<file path="config.mk">
export PLATFORM = sky130hd
export DESIGN_NAME = settings_profile_decoder
export DESIGN_NICKNAME = d
export VERILOG_FILES = /design/src/sv/spd_pkg.sv /design/src/sv/settings_profile_decoder.sv /design/src/sv/spd_core.sv
export SDC_FILE = /design/constraint.sdc
export NUM_CORES = 1
export LEC_CHECK = 0
export BUFFER_PORTS_ARGS = -buffer_cell sky130_fd_sc_hd__buf_4
export CORE_ASPECT_RATIO = 0.8
export CORE_MARGIN = 2
export CORE_UTILIZATION = 60
export DETAILED_ROUTE_END_ITERATION = 10
export PLACE_DENSITY_LB_ADDON = 0.12
export SLEW_MARGIN = 20
export SYNTH_ARGS = -nofsm -noshare
export SYNTH_HDL_FRONTEND = slang
export SYNTH_SLANG_ARGS = --single-unit
</file>
<file path="constraint.sdc">
create_clock -name clk -period 7.7 [get_ports clk]
set_input_delay 1.54 -clock clk [delete_from_list [all_inputs] [get_ports clk]]
set_output_delay 1.54 -clock clk [all_outputs]
set_load 0.005 [all_outputs]
</file>
<file path="src/sv/spd_pkg.sv">
// ============================================================================
// spd_pkg
// Shared types and constants for the settings profile decoder.
// ============================================================================
package spd_pkg;

    localparam int unsigned BYTE_W = 8;
    localparam int unsigned CAP_W  = 25;
    localparam int unsigned LEN_W  = 24;

    localparam logic [CAP_W-1:0] CAP_RESET = 25'd65536;
    localparam logic [CAP_W-1:0] CAP_LIMIT = 25'd16777216;

    // first byte at which the scrambled form stops inverting
    localparam logic [BYTE_W-1:0] ESC_BYTE = 8'hfd;
    localparam logic [BYTE_W-1:0] INV_BASE = 8'hff;

    // header magic, one byte per header index 0..3
    localparam logic [BYTE_W-1:0] MAGIC_OLD [4] = '{8'h48, 8'h44, 8'h52, 8'h31};
    localparam logic [BYTE_W-1:0] MAGIC_NEW [4] = '{8'h48, 8'h44, 8'h52, 8'h32};

    localparam logic [2:0] HDR_LEN0 = 3'd4;
    localparam logic [2:0] HDR_LEN1 = 3'd5;
    localparam logic [2:0] HDR_LEN2 = 3'd6;
    localparam logic [2:0] HDR_SEED = 3'd7;

    typedef enum logic [1:0] {
        PH_HEADER = 2'd0,
        PH_BODY   = 2'd1,
        PH_SKIP   = 2'd2
    } phase_t;

    typedef enum logic [1:0] {
        ST_HEADER  = 2'd0,
        ST_DATA    = 2'd1,
        ST_INVALID = 2'd2,
        ST_IGNORED = 2'd3
    } status_t;

    typedef struct packed {
        logic [BYTE_W-1:0] file_byte;
        logic              end_of_file;
    } item_t;

    typedef struct packed {
        logic [BYTE_W-1:0] out_byte;
        status_t           status;
        logic              body_last;
    } result_t;

endpackage

</file>
<file path="src/sv/settings_profile_decoder.sv">
// ============================================================================
// settings_profile_decoder
// Parses a settings profile byte stream: header check, body descramble,
// one status result per input byte.
// ============================================================================
//  channel | dir | payload
//  --------+-----+-------------------------------------------------------
//  s_*     | in  | tdata[7:0] file_byte, tlast end_of_file
//  m_*     | out | tdata[7:0] out_byte, tuser[1:0] status, tlast body_last
//  cfg_*   | in  | cfg_wr_data[24:0] capacity, written when cfg_wr_en
//
//  One byte per cycle sustained while m_tready is high; each byte passes the
//  input register, then is decoded into the result register.
//  Parser state advances when a byte moves from the input register into the
//  result register; stalls on m_tready back up through both registers.
//  rst_n clears the parser to header parsing and capacity to 65536.
// ============================================================================
module settings_profile_decoder
(
    input  logic                          clk,
    input  logic                          rst_n,

    input  logic                          s_tvalid,
    output logic                          s_tready,
    input  logic [7:0]                    s_tdata,     // [7:0] file_byte
    input  logic                          s_tlast,     // end_of_file

    output logic                          m_tvalid,
    input  logic                          m_tready,
    output logic [7:0]                    m_tdata,     // [7:0] out_byte
    output logic [1:0]                    m_tuser,     // [1:0] status
    output logic                          m_tlast,     // body_last

    input  logic                          cfg_wr_en,
    input  logic [spd_pkg::CAP_W-1:0]     cfg_wr_data
);

    logic                             in_valid_reg, in_valid_next;
    spd_pkg::item_t                   in_item_reg, in_item_next;
    logic                             out_valid_reg, out_valid_next;
    spd_pkg::result_t                 out_res_reg, out_res_next;
    logic [spd_pkg::CAP_W-1:0]        cap_reg, cap_next;

    logic                             out_ready;
    logic                             advance;
    spd_pkg::result_t                 dec_res;

    assign out_ready = !out_valid_reg || m_tready;
    assign advance   = in_valid_reg && out_ready;
    assign s_tready  = !in_valid_reg || out_ready;

    spd_core u_core
    (
        .clk      (clk),
        .rst_n    (rst_n),
        .advance  (advance),
        .item     (in_item_reg),
        .capacity (cap_reg),
        .result   (dec_res)
    );

    always_comb
    begin
        in_valid_next  = in_valid_reg;
        in_item_next   = in_item_reg;
        out_valid_next = out_valid_reg;
        out_res_next   = out_res_reg;
        cap_next       = cfg_wr_en ? cfg_wr_data : cap_reg;
        if (s_tready)
        begin
            in_valid_next = s_tvalid;
            if (s_tvalid)
            begin
                in_item_next.file_byte   = s_tdata;
                in_item_next.end_of_file = s_tlast;
            end
        end
        if (out_ready)
        begin
            out_valid_next = in_valid_reg;
            if (advance)
            begin
                out_res_next = dec_res;
            end
        end
    end

    always_ff @(posedge clk or negedge rst_n)
    begin
        if (!rst_n)
        begin
            in_valid_reg  <= 1'b0;
            out_valid_reg <= 1'b0;
            cap_reg       <= spd_pkg::CAP_RESET;
        end
        else
        begin
            in_valid_reg  <= in_valid_next;
            out_valid_reg <= out_valid_next;
            cap_reg       <= cap_next;
        end
    end

    always_ff @(posedge clk)
    begin
        in_item_reg <= in_item_next;
        out_res_reg <= out_res_next;
    end

    assign m_tvalid = out_valid_reg;
    assign m_tdata  = out_res_reg.out_byte;
    assign m_tuser  = out_res_reg.status;
    assign m_tlast  = out_res_reg.body_last;

`ifndef SYNTHESIS
    a_last_is_data: assert property (@(posedge clk) disable iff (!rst_n)
        (out_valid_reg && out_res_reg.body_last) |-> (out_res_reg.status == spd_pkg::ST_DATA))
        else $error("body_last on a non-data result");

    a_nondata_zero: assert property (@(posedge clk) disable iff (!rst_n)
        (out_valid_reg && (out_res_reg.status != spd_pkg::ST_DATA))
            |-> (out_res_reg.out_byte == '0))
        else $error("nonzero byte on a non-data result");

    a_in_stage_holds: assert property (@(posedge clk) disable iff (!rst_n)
        (in_valid_reg && !out_ready) |=> (in_valid_reg && $stable(in_item_reg)))
        else $error("input register lost a byte under stall");
`endif

endmodule

</file>
<file path="src/sv/spd_core.sv">
// ============================================================================
// spd_core
// Parser state and per-byte decode: header fields, body descramble, status.
// ============================================================================
module spd_core
(
    input  logic                          clk,
    input  logic                          rst_n,
    input  logic                          advance,
    input  spd_pkg::item_t                item,
    input  logic [spd_pkg::CAP_W-1:0]     capacity,
    output spd_pkg::result_t              result
);

    spd_pkg::phase_t                  phase_reg, phase_next;
    logic [2:0]                       hdr_idx_reg, hdr_idx_next;
    logic                             ok_old_reg, ok_old_next;
    logic                             ok_new_reg, ok_new_next;
    logic [spd_pkg::LEN_W-1:0]        body_len_reg, body_len_next;
    logic [spd_pkg::BYTE_W-1:0]       seed_reg, seed_next;
    logic [spd_pkg::LEN_W-1:0]        body_cnt_reg, body_cnt_next;
    logic                             prev_nz_reg, prev_nz_next;

    logic [spd_pkg::BYTE_W-1:0]       b;
    logic                             eof;
    logic [spd_pkg::CAP_W-1:0]        cap_eff;
    logic                             len_ok;
    logic                             hdr_ok;
    logic                             at_seed;
    logic [spd_pkg::BYTE_W-1:0]       dec_byte;
    logic [spd_pkg::LEN_W-1:0]        cnt_inc;
    logic                             body_hit;

    assign b   = item.file_byte;
    assign eof = item.end_of_file;

    assign cap_eff = (capacity > spd_pkg::CAP_LIMIT) ? spd_pkg::CAP_LIMIT : capacity;
    assign at_seed = (hdr_idx_reg == spd_pkg::HDR_SEED);

    // old format: top length byte arrives with the seed slot; nonzero means >= 2^24
    assign len_ok = (ok_new_reg || (b == '0)) && (body_len_reg != '0)
                    && ({1'b0, body_len_reg} < cap_eff);
    assign hdr_ok = (ok_old_reg || ok_new_reg) && len_ok;

    always_comb
    begin
        dec_byte = b;
        if (ok_new_reg)
        begin
            if (b >= spd_pkg::ESC_BYTE)
            begin
                if ((body_cnt_reg != '0) && prev_nz_reg)
                begin
                    dec_byte = '0;
                end
            end
            else
            begin
                dec_byte = spd_pkg::INV_BASE + seed_reg - b;
            end
        end
    end

    assign cnt_inc  = body_cnt_reg + 1'b1;
    assign body_hit = (cnt_inc == body_len_reg);

    // next state
    always_comb
    begin
        phase_next    = phase_reg;
        hdr_idx_next  = hdr_idx_reg;
        ok_old_next   = ok_old_reg;
        ok_new_next   = ok_new_reg;
        body_len_next = body_len_reg;
        seed_next     = seed_reg;
        body_cnt_next = body_cnt_reg;
        prev_nz_next  = prev_nz_reg;
        if (advance)
        begin
            case (phase_reg)
                spd_pkg::PH_HEADER:
                begin
                    case (hdr_idx_reg)
                        spd_pkg::HDR_LEN0: body_len_next = {16'd0, b};
                        spd_pkg::HDR_LEN1: body_len_next[15:8] = b;
                        spd_pkg::HDR_LEN2: body_len_next[23:16] = b;
                        spd_pkg::HDR_SEED: seed_next = b;
                        default:
                        begin
                            if (b != spd_pkg::MAGIC_OLD[hdr_idx_reg[1:0]])
                            begin
                                ok_old_next = 1'b0;
                            end
                            if (b != spd_pkg::MAGIC_NEW[hdr_idx_reg[1:0]])
                            begin
                                ok_new_next = 1'b0;
                            end
                        end
                    endcase
                    if (at_seed)
                    begin
                        hdr_idx_next = '0;
                        if (eof)
                        begin
                            ok_old_next = 1'b1;
                            ok_new_next = 1'b1;
                        end
                        else if (!hdr_ok)
                        begin
                            phase_next = spd_pkg::PH_SKIP;
                        end
                        else
                        begin
                            phase_next    = spd_pkg::PH_BODY;
                            body_cnt_next = '0;
                            prev_nz_next  = 1'b0;
                        end
                    end
                    else if (eof)
                    begin
                        hdr_idx_next = '0;
                        ok_old_next  = 1'b1;
                        ok_new_next  = 1'b1;
                    end
                    else
                    begin
                        hdr_idx_next = hdr_idx_reg + 1'b1;
                    end
                end
                spd_pkg::PH_BODY:
                begin
                    prev_nz_next  = (dec_byte != '0);
                    body_cnt_next = cnt_inc;
                    if (eof)
                    begin
                        phase_next   = spd_pkg::PH_HEADER;
                        hdr_idx_next = '0;
                        ok_old_next  = 1'b1;
                        ok_new_next  = 1'b1;
                    end
                    else if (body_hit)
                    begin
                        phase_next = spd_pkg::PH_SKIP;
                    end
                end
                default:
                begin
                    if (eof)
                    begin
                        phase_next   = spd_pkg::PH_HEADER;
                        hdr_idx_next = '0;
                        ok_old_next  = 1'b1;
                        ok_new_next  = 1'b1;
                    end
                end
            endcase
        end
    end

    // result for the byte being decoded
    always_comb
    begin
        result.out_byte  = '0;
        result.status    = spd_pkg::ST_IGNORED;
        result.body_last = 1'b0;
        case (phase_reg)
            spd_pkg::PH_HEADER:
            begin
                if (eof || (at_seed && !hdr_ok))
                begin
                    result.status = spd_pkg::ST_INVALID;
                end
                else
                begin
                    result.status = spd_pkg::ST_HEADER;
                end
            end
            spd_pkg::PH_BODY:
            begin
                if (body_hit || !eof)
                begin
                    result.status    = spd_pkg::ST_DATA;
                    result.out_byte  = dec_byte;
                    result.body_last = body_hit;
                end
                else
                begin
                    result.status = spd_pkg::ST_INVALID;
                end
            end
            default:
            begin
                result.status = spd_pkg::ST_IGNORED;
            end
        endcase
    end

    always_ff @(posedge clk or negedge rst_n)
    begin
        if (!rst_n)
        begin
            phase_reg    <= spd_pkg::PH_HEADER;
            hdr_idx_reg  <= '0;
            ok_old_reg   <= 1'b1;
            ok_new_reg   <= 1'b1;
            body_len_reg <= '0;
            seed_reg     <= '0;
            body_cnt_reg <= '0;
            prev_nz_reg  <= 1'b0;
        end
        else
        begin
            phase_reg    <= phase_next;
            hdr_idx_reg  <= hdr_idx_next;
            ok_old_reg   <= ok_old_next;
            ok_new_reg   <= ok_new_next;
            body_len_reg <= body_len_next;
            seed_reg     <= seed_next;
            body_cnt_reg <= body_cnt_next;
            prev_nz_reg  <= prev_nz_next;
        end
    end

`ifndef SYNTHESIS
    a_body_len_nonzero: assert property (@(posedge clk) disable iff (!rst_n)
        (phase_reg == spd_pkg::PH_BODY) |-> (body_len_reg != '0))
        else $error("body phase with zero length");

    a_body_cnt_below_len: assert property (@(posedge clk) disable iff (!rst_n)
        (phase_reg == spd_pkg::PH_BODY) |-> (body_cnt_reg < body_len_reg))
        else $error("body count ran past length");

    a_body_one_format: assert property (@(posedge clk) disable iff (!rst_n)
        (phase_reg == spd_pkg::PH_BODY) |-> (ok_old_reg != ok_new_reg))
        else $error("body phase without exactly one magic match");
`endif

endmodule
</file>
== Word-level counts from Yosys, hierarchy flattened ==
Index checks and enable logic that the tools add are counted.
Word-level totals
  memory bits (writable): 0
  bits in latches: 0
  ROM bits: 0
  input bits: 39
  memories: 0
  flip-flop bits (word level): 111
Operators by class
  muxes and demuxes: 43
  shifts and indexed selects: 0
  multipliers: 0
  add/sub/neg operators: 4
  div/mod/pow operators: 0
  bitwise operators: 1
  equal/unequal tests: 13
  magnitude comparators: 4
  reductions and logical operators: 41
Operators by type and width (count)
  $mux W24: 3
  $mux W8: 7
  $pmux W24 S2: 1
  $reduce_bool A24 Y1: 2
  $bmux W8 S2: 2
  $pmux W8 S2: 2
  $gt A25 B25 Y1 const B: 1
  $lt A24 B25 Y1: 1
  $mux W25: 1
  $add A24 B1 Y24 const B: 1
  $eq A24 B24 Y1: 1
  $mux W2: 8
  $ne A8 B8 Y1: 2
  $eq A3 B3 Y1 const B: 4
  $mux W1: 12
  $mux W3: 4
  $reduce_and A3 Y1: 4
  $reduce_bool A2 Y1: 6
  $reduce_and A5 Y1: 2
  $add A8 B8 Y8 const A: 1
  $ge A8 B8 Y1 const B: 1
  $logic_not A8 Y1: 1
  $pmux W2 S2: 2
  $reduce_and A2 Y1: 4
  17 further kinds: 33

== Logic depth before layout (Yosys ltp) ==
Gate-level depths: netlist (run 1).
  depth in word-level cells: 10
  depth in mapped cells: 14
  depth with buffers taken out: 12

== By module ==
A second synthesis (run 1) with hierarchy kept.
Unflattened totals
  cells, all modules: 714
  area total of the unflattened synthesis: 7111.8 sq um
Modules (own cells, without submodules)
  spd_core: seq. area each 1604.0 sq um, area each 5387.7 sq um, times used 1, cells an instance 633
  settings_profile_decoder: seq. area each 1277.5 sq um, area each 1724.2 sq um, times used 1, cells an instance 81

== Worst setup path after synthesis (run 1) ==
OpenSTA, ideal clock, no wires.
  path type: flip-flop to flip-flop
  start: reg cap_reg[18] (netlist bit)
  end: reg u_core.body_cnt_reg[10] (netlist bit)
  stages on the path, launching flop included: 14
  library setup time: 0.110 ns
  required time: 7.590 ns
  period minus slack after synthesis: 3.349 ns
  setup slack: 4.351 ns
  arrival time: 3.238 ns
  cells stage by stage: dfrtp_1 -> nor4_1 -> nand4_1 -> o21ai_1 -> clkbuf_1 -> nand2_1 -> ha_1 -> nand4b_1 -> nor4_1 -> o311ai_0 -> a31oi_1 -> buf_1 -> o21ai_0 -> o41ai_1
Between the ends
  word-level cells in the longest chain between the ends: 7
Ends and longest elaborated chain
  from (decl): line settings_profile_decoder.sv:42  | logic [spd_pkg::CAP_W-1:0] cap_reg, cap_next;
  from (signal assigned): line settings_profile_decoder.sv:94  | cap_reg <= spd_pkg::CAP_RESET;
  from (signal assigned): line settings_profile_decoder.sv:100  | cap_reg <= cap_next;
  $gt A25 B25 Y1: line spd_core.sv:37  | assign cap_eff = (capacity > spd_pkg::CAP_LIMIT) ? spd_pkg::CAP_LIMIT : capacity;
  $mux W25 *: line spd_core.sv:37
  $lt A24 B25 Y1 *: line spd_core.sv:42  | && ({1'b0, body_len_reg} < cap_eff);
  $logic_and A1 B1 Y1 *: line spd_core.sv:42
  $logic_and A1 B1 Y1 *: line spd_core.sv:43  | assign hdr_ok = (ok_old_reg || ok_new_reg) && len_ok;
  $ne A2 B1 Y1 (no line) *
  $reduce_and A5 Y1 (no line) *
  to (signal assigned): line spd_core.sv:219  | body_cnt_reg <= body_cnt_next;
  to (decl): line spd_core.sv:21  | logic [spd_pkg::LEN_W-1:0] body_cnt_reg, body_cnt_next;
Every way passes the cells marked *; elsewhere a longest branch is shown, timed or not.
A chain may end at the register's enable or synchronous reset.

== Worst setup path in the final report (run 1) ==
  start: reg cap_reg[13] (netlist bit)
  end: reg u_core.body_cnt_reg[3] (netlist bit)
Same word-level chain as after synthesis.

==> flow_metrics.py, run 1 <==
metrics = {
    "global_routing": {
        "grt_max_degree": 61,
        "grt.overflow.total": 0,
        "grt_usage_pct": 30.2,
        "antenna_found_initial": 0,
        "grt_pass1_wl_um": 30400,
        "grt_pass1_vias": 5836,
    },
    "synth": {
        "syn_nets": 821,
        "synth-main-ff-cell": "dfrtp_1",
        "syn-cell-area_mm2": 0.00709,
        "yosys_warnings": 0,
        "synth_common_cells": "88 x dfrtp_1, 77 x nand2_1, 56 x o21ai_0",
        "yosys.area.top_type_share_pct": 31.1,
        "synth_top_area_cell": "dfrtp_1",
        "synth_most_common_cell": "dfrtp_1",
        "synth_edf_count": 20,
        "ys_types": 72,
        "syn_area_per_cell_um2": 9.53,
        "synth_seq_cells": 111,
        "ys_seq_area_share_pct": 40.6,
        "netlist_top_cells_area": "dfrtp_1 31%, edfxtp_1 8.5%, ha_1 6.5%, mux2_2 4.3%, nand2_1 4.1%",
        "async_flop_share_pct": 82.0,
        "synth_cells": 744,
    },
    "clocking": {
        "cts_buffers": 9,
        "ctsRootBufferMaster": "clkbuf_16",
        "postCtsSetupBuffers": 0,
        "insertion_delay_ns": 0.36,
        "cts_resized": 0,
        "cts_tree": "built",
        "clockBufferDepth": 2,
        "cts.clk_slew.worst_paths_ns": 0.08,
        "ctsHoldBuffers": 0,
        "cts_sinks": 111,
        "htreeDepth": 3,
    },
    "setup_path": {
        "path_class": "flip-flop to flip-flop",
        "reg2regPathDepth": 12,
        "r2r-start": "cap_reg[13]",
        "critPathMaxFanout": 18,
        "worstSetupEndpointType": "flip-flop",
        "r2r-end": "u_core.body_cnt_reg[3]",
        "crit_arrival_ns": 4.35,
        "required_ns": 7.94,
        "crit_path_start_kind": "flip-flop",
        "r2r_slack_ns": 3.59,
    },
    "worst_hold_path": {
        "hp-class": "flip-flop to flip-flop",
        "hold_start": "u_core.ok_old_reg",
        "worstHoldEndpoint": "u_core.ok_old_reg",
        "holdPathStages": 2,
    },
    "placed_design": {
        "dp_hpwl_um": 13900,
        "port_buffers": 51,
        "dp_cells": 899,
        "preCtsSetupSlack_ns": 3.74,
        "gp_congestion": 0.917,
    },
    "layout": {
        "drive_gt1_share_pct": 15.1,
        "final_util_pct": 67.2,
        "multi_input_area_mm2": 0.00391,
        "ff_latch_area_mm2": 0.00288,
        "largest_reg_flops": 25,
        "final_cells": 915,
        "fillers": 926,
        "n_antenna_cell": 0,
        "area_growth_pct": 9.21,
        "nets": 839,
    },
    "sta": {
        "max_freq_ghz": 0.244,
        "slew_headroom_pct": 33.9,
        "worstMarginPinSlew_ns": 0.984,
        "slew_viol_final": 0,
        "hold_viol": 0,
        "skew_ns": 0.0102,
        "fin_setup_tns_ns": 0,
        "min_period_over_period_pct": 53.3,
        "setup_viol": 0,
        "fin_ws_ns": 3.59,
        "period_needed_ns": 4.11,
        "rsz0062_at_grt": "no",
    },
    "drt": {
        "drt_iter0_drc": 547,
        "vias_per_cell": 6.56,
        "drc": 0,
        "firstDrtPassIters": 8,
        "wl_um": 18400,
        "post_drt_wl_per_cell_um": 20.1,
        "ant_nets": 0,
        "via_count": 5998,
    },
    "power": {
        "ir_drop_mv": 0.137,
        "power_density_mw_per_mm2": 274,
        "p_leak_nw": 3.30,
    },
    "floorplan": {
        "rows": 35,
        "die_w_um": 126,
        "die_y_um": 101,
        "core_mm2": 0.0115,
        "boundaryPins": 52,
        "die_area_mm2": 0.0127,
        "start_util_pct": 61.6,
    },
    "flow_run": {
        "maxCapViolCount": 0,
    },
    "run_status": {
        "outcome": "completed",
    },
}
-- metrics by stage --
step / instance area, µm² / power, mW / hold WS (ns)
floorplan: 7090 / 1.43 / 0.454
global placement: 7450 / 1.62 / 0.467
detailed placement: 7450 / 1.65 / 0.475
CTS: 7740 / 2.11 / 0.486
global route: 7740 / 2.25 / 0.509
finish: 7740 / 2.12 / 0.485
-- routing by layer --
| layer | global-route usage (%) | share of wire [%] |
|---|---|---|
| met1 | 41.2 | 44 |
| met2 | 48.4 | 46 |
| met3 | 6.34 | 6.6 |
| met4 | 11.4 | 2.4 |
| met5 | 0 | 0 |
-- how the worst max path moves through the flow --
| stage | start | end | slack, ns | depth (start not counted) |
|---|---|---|---|---|
| 6_report | cap_reg[13] | u_core.body_cnt_reg[3] | 3.59 | 12 |
| 5_1_grt | cap_reg[13] | u_core.body_cnt_reg[3] | 3.31 | 12 |
| 4_1_cts | cap_reg[13] | u_core.body_cnt_reg[3] | 3.71 | 12 |
| 3_5_place_dp | cap_reg[13] | u_core.body_cnt_reg[3] | 3.74 | 12 |
| 3_3_place_gp | cap_reg[13] | u_core.body_cnt_reg[2] | 3.91 | 13 |
| 2_1_floorplan | cap_reg[18] | u_core.body_cnt_reg[10] | 4.35 | 13 |
-- layout make-up --
| cell class | instances | share of cell area (%) |
|---|---|---|
| tap | 148 | 2.39 |
| clock buffer | 9 | 2.91 |
| timing repair buffer | 54 | 5.23 |
| multi-input combinational | 566 | 50.5 |
| clock inverter | 7 | 0.840 |
| sequential | 111 | 37.2 |
| inverter | 20 | 0.969 |
-- power breakdown --
group          leakage (nW)  switching (mW)  internal (mW)
Sequential             1.36           0.198          0.700
Clock                 0.139           0.232          0.227
Combinational          1.80           0.423          0.340
Total                  3.30           0.853           1.27
-- worst max-delay path, cell delays in order (launching register included) --
cell	delay, ns
dfrtp_1	0.40
nor4_1	0.40
nand4_1	0.14
o21ai_1	0.75
nand2_1	0.13
ha_1	0.32
a21oi_1	0.14
o21ai_0	0.10
o311ai_0	0.62
a31oi_1	0.20
buf_4	0.24
nand2b_1	0.24
a22o_1	0.30
-- placed cells by master (no fill, tap or decap), drive strengths merged, types with 4 or more instances in the layout --
cell type,count
o31ai,9
o21ai,57
a211oi,4
inv,23
a21oi,22
nor3,29
a21o,9
clkbuf,9
and3,6
and4,9
xor2,16
buf,54
o41ai,4
mux2i,10
nor2,41
nand3,19
nor4,26
edfxtp,20
o211ai,6
and2,6
a22o,19
mux2,27
nor3b,5
nand4,21
xnor2,18
o2bb2ai,4
nand2b,20
o22ai,5
nand2,78
or2,4
a31oi,14
dfrtp,88
ha,37
-- logic make-up after synthesis --
| group | synth area share [%] |
|---|---|
| AND/OR/NAND/NOR | 21.8 |
| AO/OA/AOI/OAI | 16.6 |
| XOR/XNOR | 4.20 |
| buffers and inverters | 4.27 |
| adder cells (fa/ha/maj) | 6.81 |
| flip-flops | 40.6 |
| multiplexers | 5.70 |
Power figures use the tool's default switching activity.
==> run 2: changes to the inputs <==
- CORE_UTILIZATION: 60 -> 55
- clock period: 7.7 -> 3.4 ns (I/O delays scaled with it)
==> run 2 against run 1 <==
  * Setup slack worse by 3.6 ns
  * Sequential power up 130%
  * Clock skew down 0.00057 ns
  * Combinational power rose to 2.5 times the previous value
  * Design area up 5.7%
  * Total power up 140%
  * Count of clock-buffer cells in the layout unchanged
  * Global-route usage down 1.7 points
  * Critical path type unchanged
  * Critical endpoint is now u_core.body_cnt_reg[22]
  * Largest cell class unchanged
==> flow_metrics.py, run 2 (synthesis results as in run 1) <==
metrics = {
    "floorplan": {
        "die_y_um": 106,
        "core_mm2": 0.0127,
        "die_area_mm2": 0.0138,
        "die_w_um": 131,
        "boundaryPins": 52,
        "start_util_pct": 55.7,
        "rows": 37,
    },
    "sta": {
        "fin_setup_tns_ns": 0,
        "setup_viol": 0,
        "min_period_over_period_pct": 98.7,
        "rsz0062_at_grt": "yes",
        "slew_headroom_pct": 38.3,
        "max_freq_ghz": 0.298,
        "period_needed_ns": 3.36,
        "worstMarginPinSlew_ns": 0.926,
        "hold_viol": 0,
        "holdWs_ns": 0.350,
        "fin_ws_ns": 0.0443,
        "slew_viol_final": 0,
        "skew_ns": 0.00966,
    },
    "global_routing": {
        "grt_max_degree": 51,
        "grt_pass1_wl_um": 30300,
        "grt_busiest_layer": "met1",
        "grt_usage_pct": 28.5,
        "met3_usage_pct": 6.09,
        "antenna_found_initial": 0,
        "grt_util_met2_pct": 41.8,
        "grt.overflow.total": 0,
        "grt_pass1_vias": 5642,
        "met1_usage_pct": 42.6,
    },
    "drt": {
        "firstDrtPassIters": 4,
        "wl_um": 19400,
        "via_count": 6029,
        "post_drt_wl_per_cell_um": 20.2,
        "ant_nets": 0,
        "drc": 0,
        "drt_iter0_drc": 546,
        "vias_per_cell": 6.29,
    },
    "clocking": {
        "htreeDepth": 3,
        "cts_buffers": 9,
        "cts.clk_slew.worst_paths_ns": 0.08,
        "ctsRootBufferMaster": "clkbuf_16",
        "clockBufferDepth": 2,
        "insertion_delay_ns": 0.36,
        "ctsHoldBuffers": 0,
        "cts_sinks": 111,
        "cts_tree": "built",
    },
    "layout": {
        "final_common_cell": "dfrtp_1",
        "final_cells": 959,
        "most-common-layout-cells": "88 x dfrtp_1, 75 x nand2_1, 66 x buf_4, 52 x o21ai_0, 40 x nor2_1",
        "drive_gt1_share_pct": 20.5,
        "final_util_pct": 64.3,
        "fillers": 1062,
        "largest_reg_flops": 25,
        "area_growth_pct": 15.5,
        "n_antenna_cell": 0,
        "final_area_mm2": 0.00819,
        "nets": 856,
    },
    "placed_design": {
        "preCtsSetupSlack_ns": -0.110,
        "gp_congestion": 0.963,
        "port_buffers": 51,
        "dp_cells": 938,
        "dp_hpwl_um": 14000,
        "dpl_cell_area_mm2": 0.00758,
    },
    "setup_path": {
        "crit_path_start_kind": "flip-flop",
        "required_ns": 3.64,
        "r2r-start": "cap_reg[14]",
        "path_class": "flip-flop to flip-flop",
        "crit_arrival_ns": 3.60,
        "cpMaxStageDelayCell": "dfrtp_1",
        "worstSetupEndpointType": "flip-flop",
        "critPathMaxFanout": 8,
        "reg2regPathDepth": 16,
        "r2r-end": "u_core.body_cnt_reg[22]",
        "crit_path_start": "cap_reg[14]",
        "crit_path_max_incr_delay_ns": 0.42,
        "crit_chain": "nor4_4 > nand4_1 > o21ai_4 > buf_6 > nand2_1 > ha_1 > nand4_1 > nor3_1 > o2bb2ai_1 > nor4_1 > buf_4 > a31oi_1 > buf_4 > buf_8 > o31ai_4 > o31ai_1",
        "r2r_slack_ns": 0.04,
    },
    "power": {
        "power_density_mw_per_mm2": 619,
        "power_mw": 5.07,
        "p_leak_nw": 3.42,
        "ir_drop_mv": 0.365,
    },
    "worst_hold_path": {
        "hp-class": "primary input to asynchronous set/reset pin",
    },
    "run_status": {
        "outcome": "completed",
    },
    "flow_run": {
        "maxCapViolCount": 0,
    },
}
run 2: cell count changes in the layout (fill, tap and decap cells not counted), sizes merged:
| cell | before | now |
|---|---|---|
| inv | 23 | 25 |
| buf | 54 | 71 |
| clkinv | 3 | 1 |
run 2: area by class of cell:
| cell class | count | area [µm²] | share of cell area (%) |
|---|---|---|---|
| clock buffers | 9 | 225 | 2.75 |
| multi-input cells | 566 | 4150 | 50.7 |
| clock inverters | 7 | 80.1 | 0.978 |
| flip-flops and latches | 111 | 2880 | 35.2 |
| well taps | 175 | 219 | 2.67 |
| inverters | 20 | 75.1 | 0.917 |
| repair buffers | 71 | 556 | 6.78 |
run 2: what timing repair did:
item,4_1_cts,5_1_grt
endpoints found under the hold margin,0,0
gates cloned,0,1
pin swaps,0,15
gates resized for setup,3,42
setup buffers,0,4
endpoints found under the setup margin,20,26
run 2: power by group:
group / total, mW / switching (mW) / internal, mW
Clock: 1.10 / 0.565 / 0.530
Sequential: 2.05 / 0.471 / 1.58
Combinational: 1.92 / 1.04 / 0.878
Total: 5.07 / 2.08 / 2.99
run 2: worst max path at each step:
| stage | end | slack [ns] | depth (start not counted) |
|---|---|---|---|
| final | u_core.body_cnt_reg[22] | 0.04 | 16 |
| after global routing | u_core.body_cnt_reg[7] | -0.05 | 16 |
| after CTS | u_core.body_cnt_reg[22] | 0.02 | 16 |
| after detailed placement | m_tuser[1] | -0.11 | 13 |
| after global placement | m_tuser[1] | -0.06 | 13 |
| after floorplan | u_core.body_cnt_reg[13] | 0.05 | 13 |
run 2: critical path, delay by kind of cell, from the launching register on:
family                   cells  cell delay (ns)
AND/OR/NAND/NOR              6             1.11
AO/OA/AOI/OAI                5             0.75
buffers and inverters        4             0.65
flip-flops                   1             0.42
adder cells (fa/ha/maj)      1             0.28
run 2: per-layer routing:
metal	vias up	part of all wire (%)	wire length, µm
met1	2934	46	8840
met5	-	0	0
li1	2833	-	-
met2	238	46	8920
met3	24	6.7	1310
met4	0	1.5	295
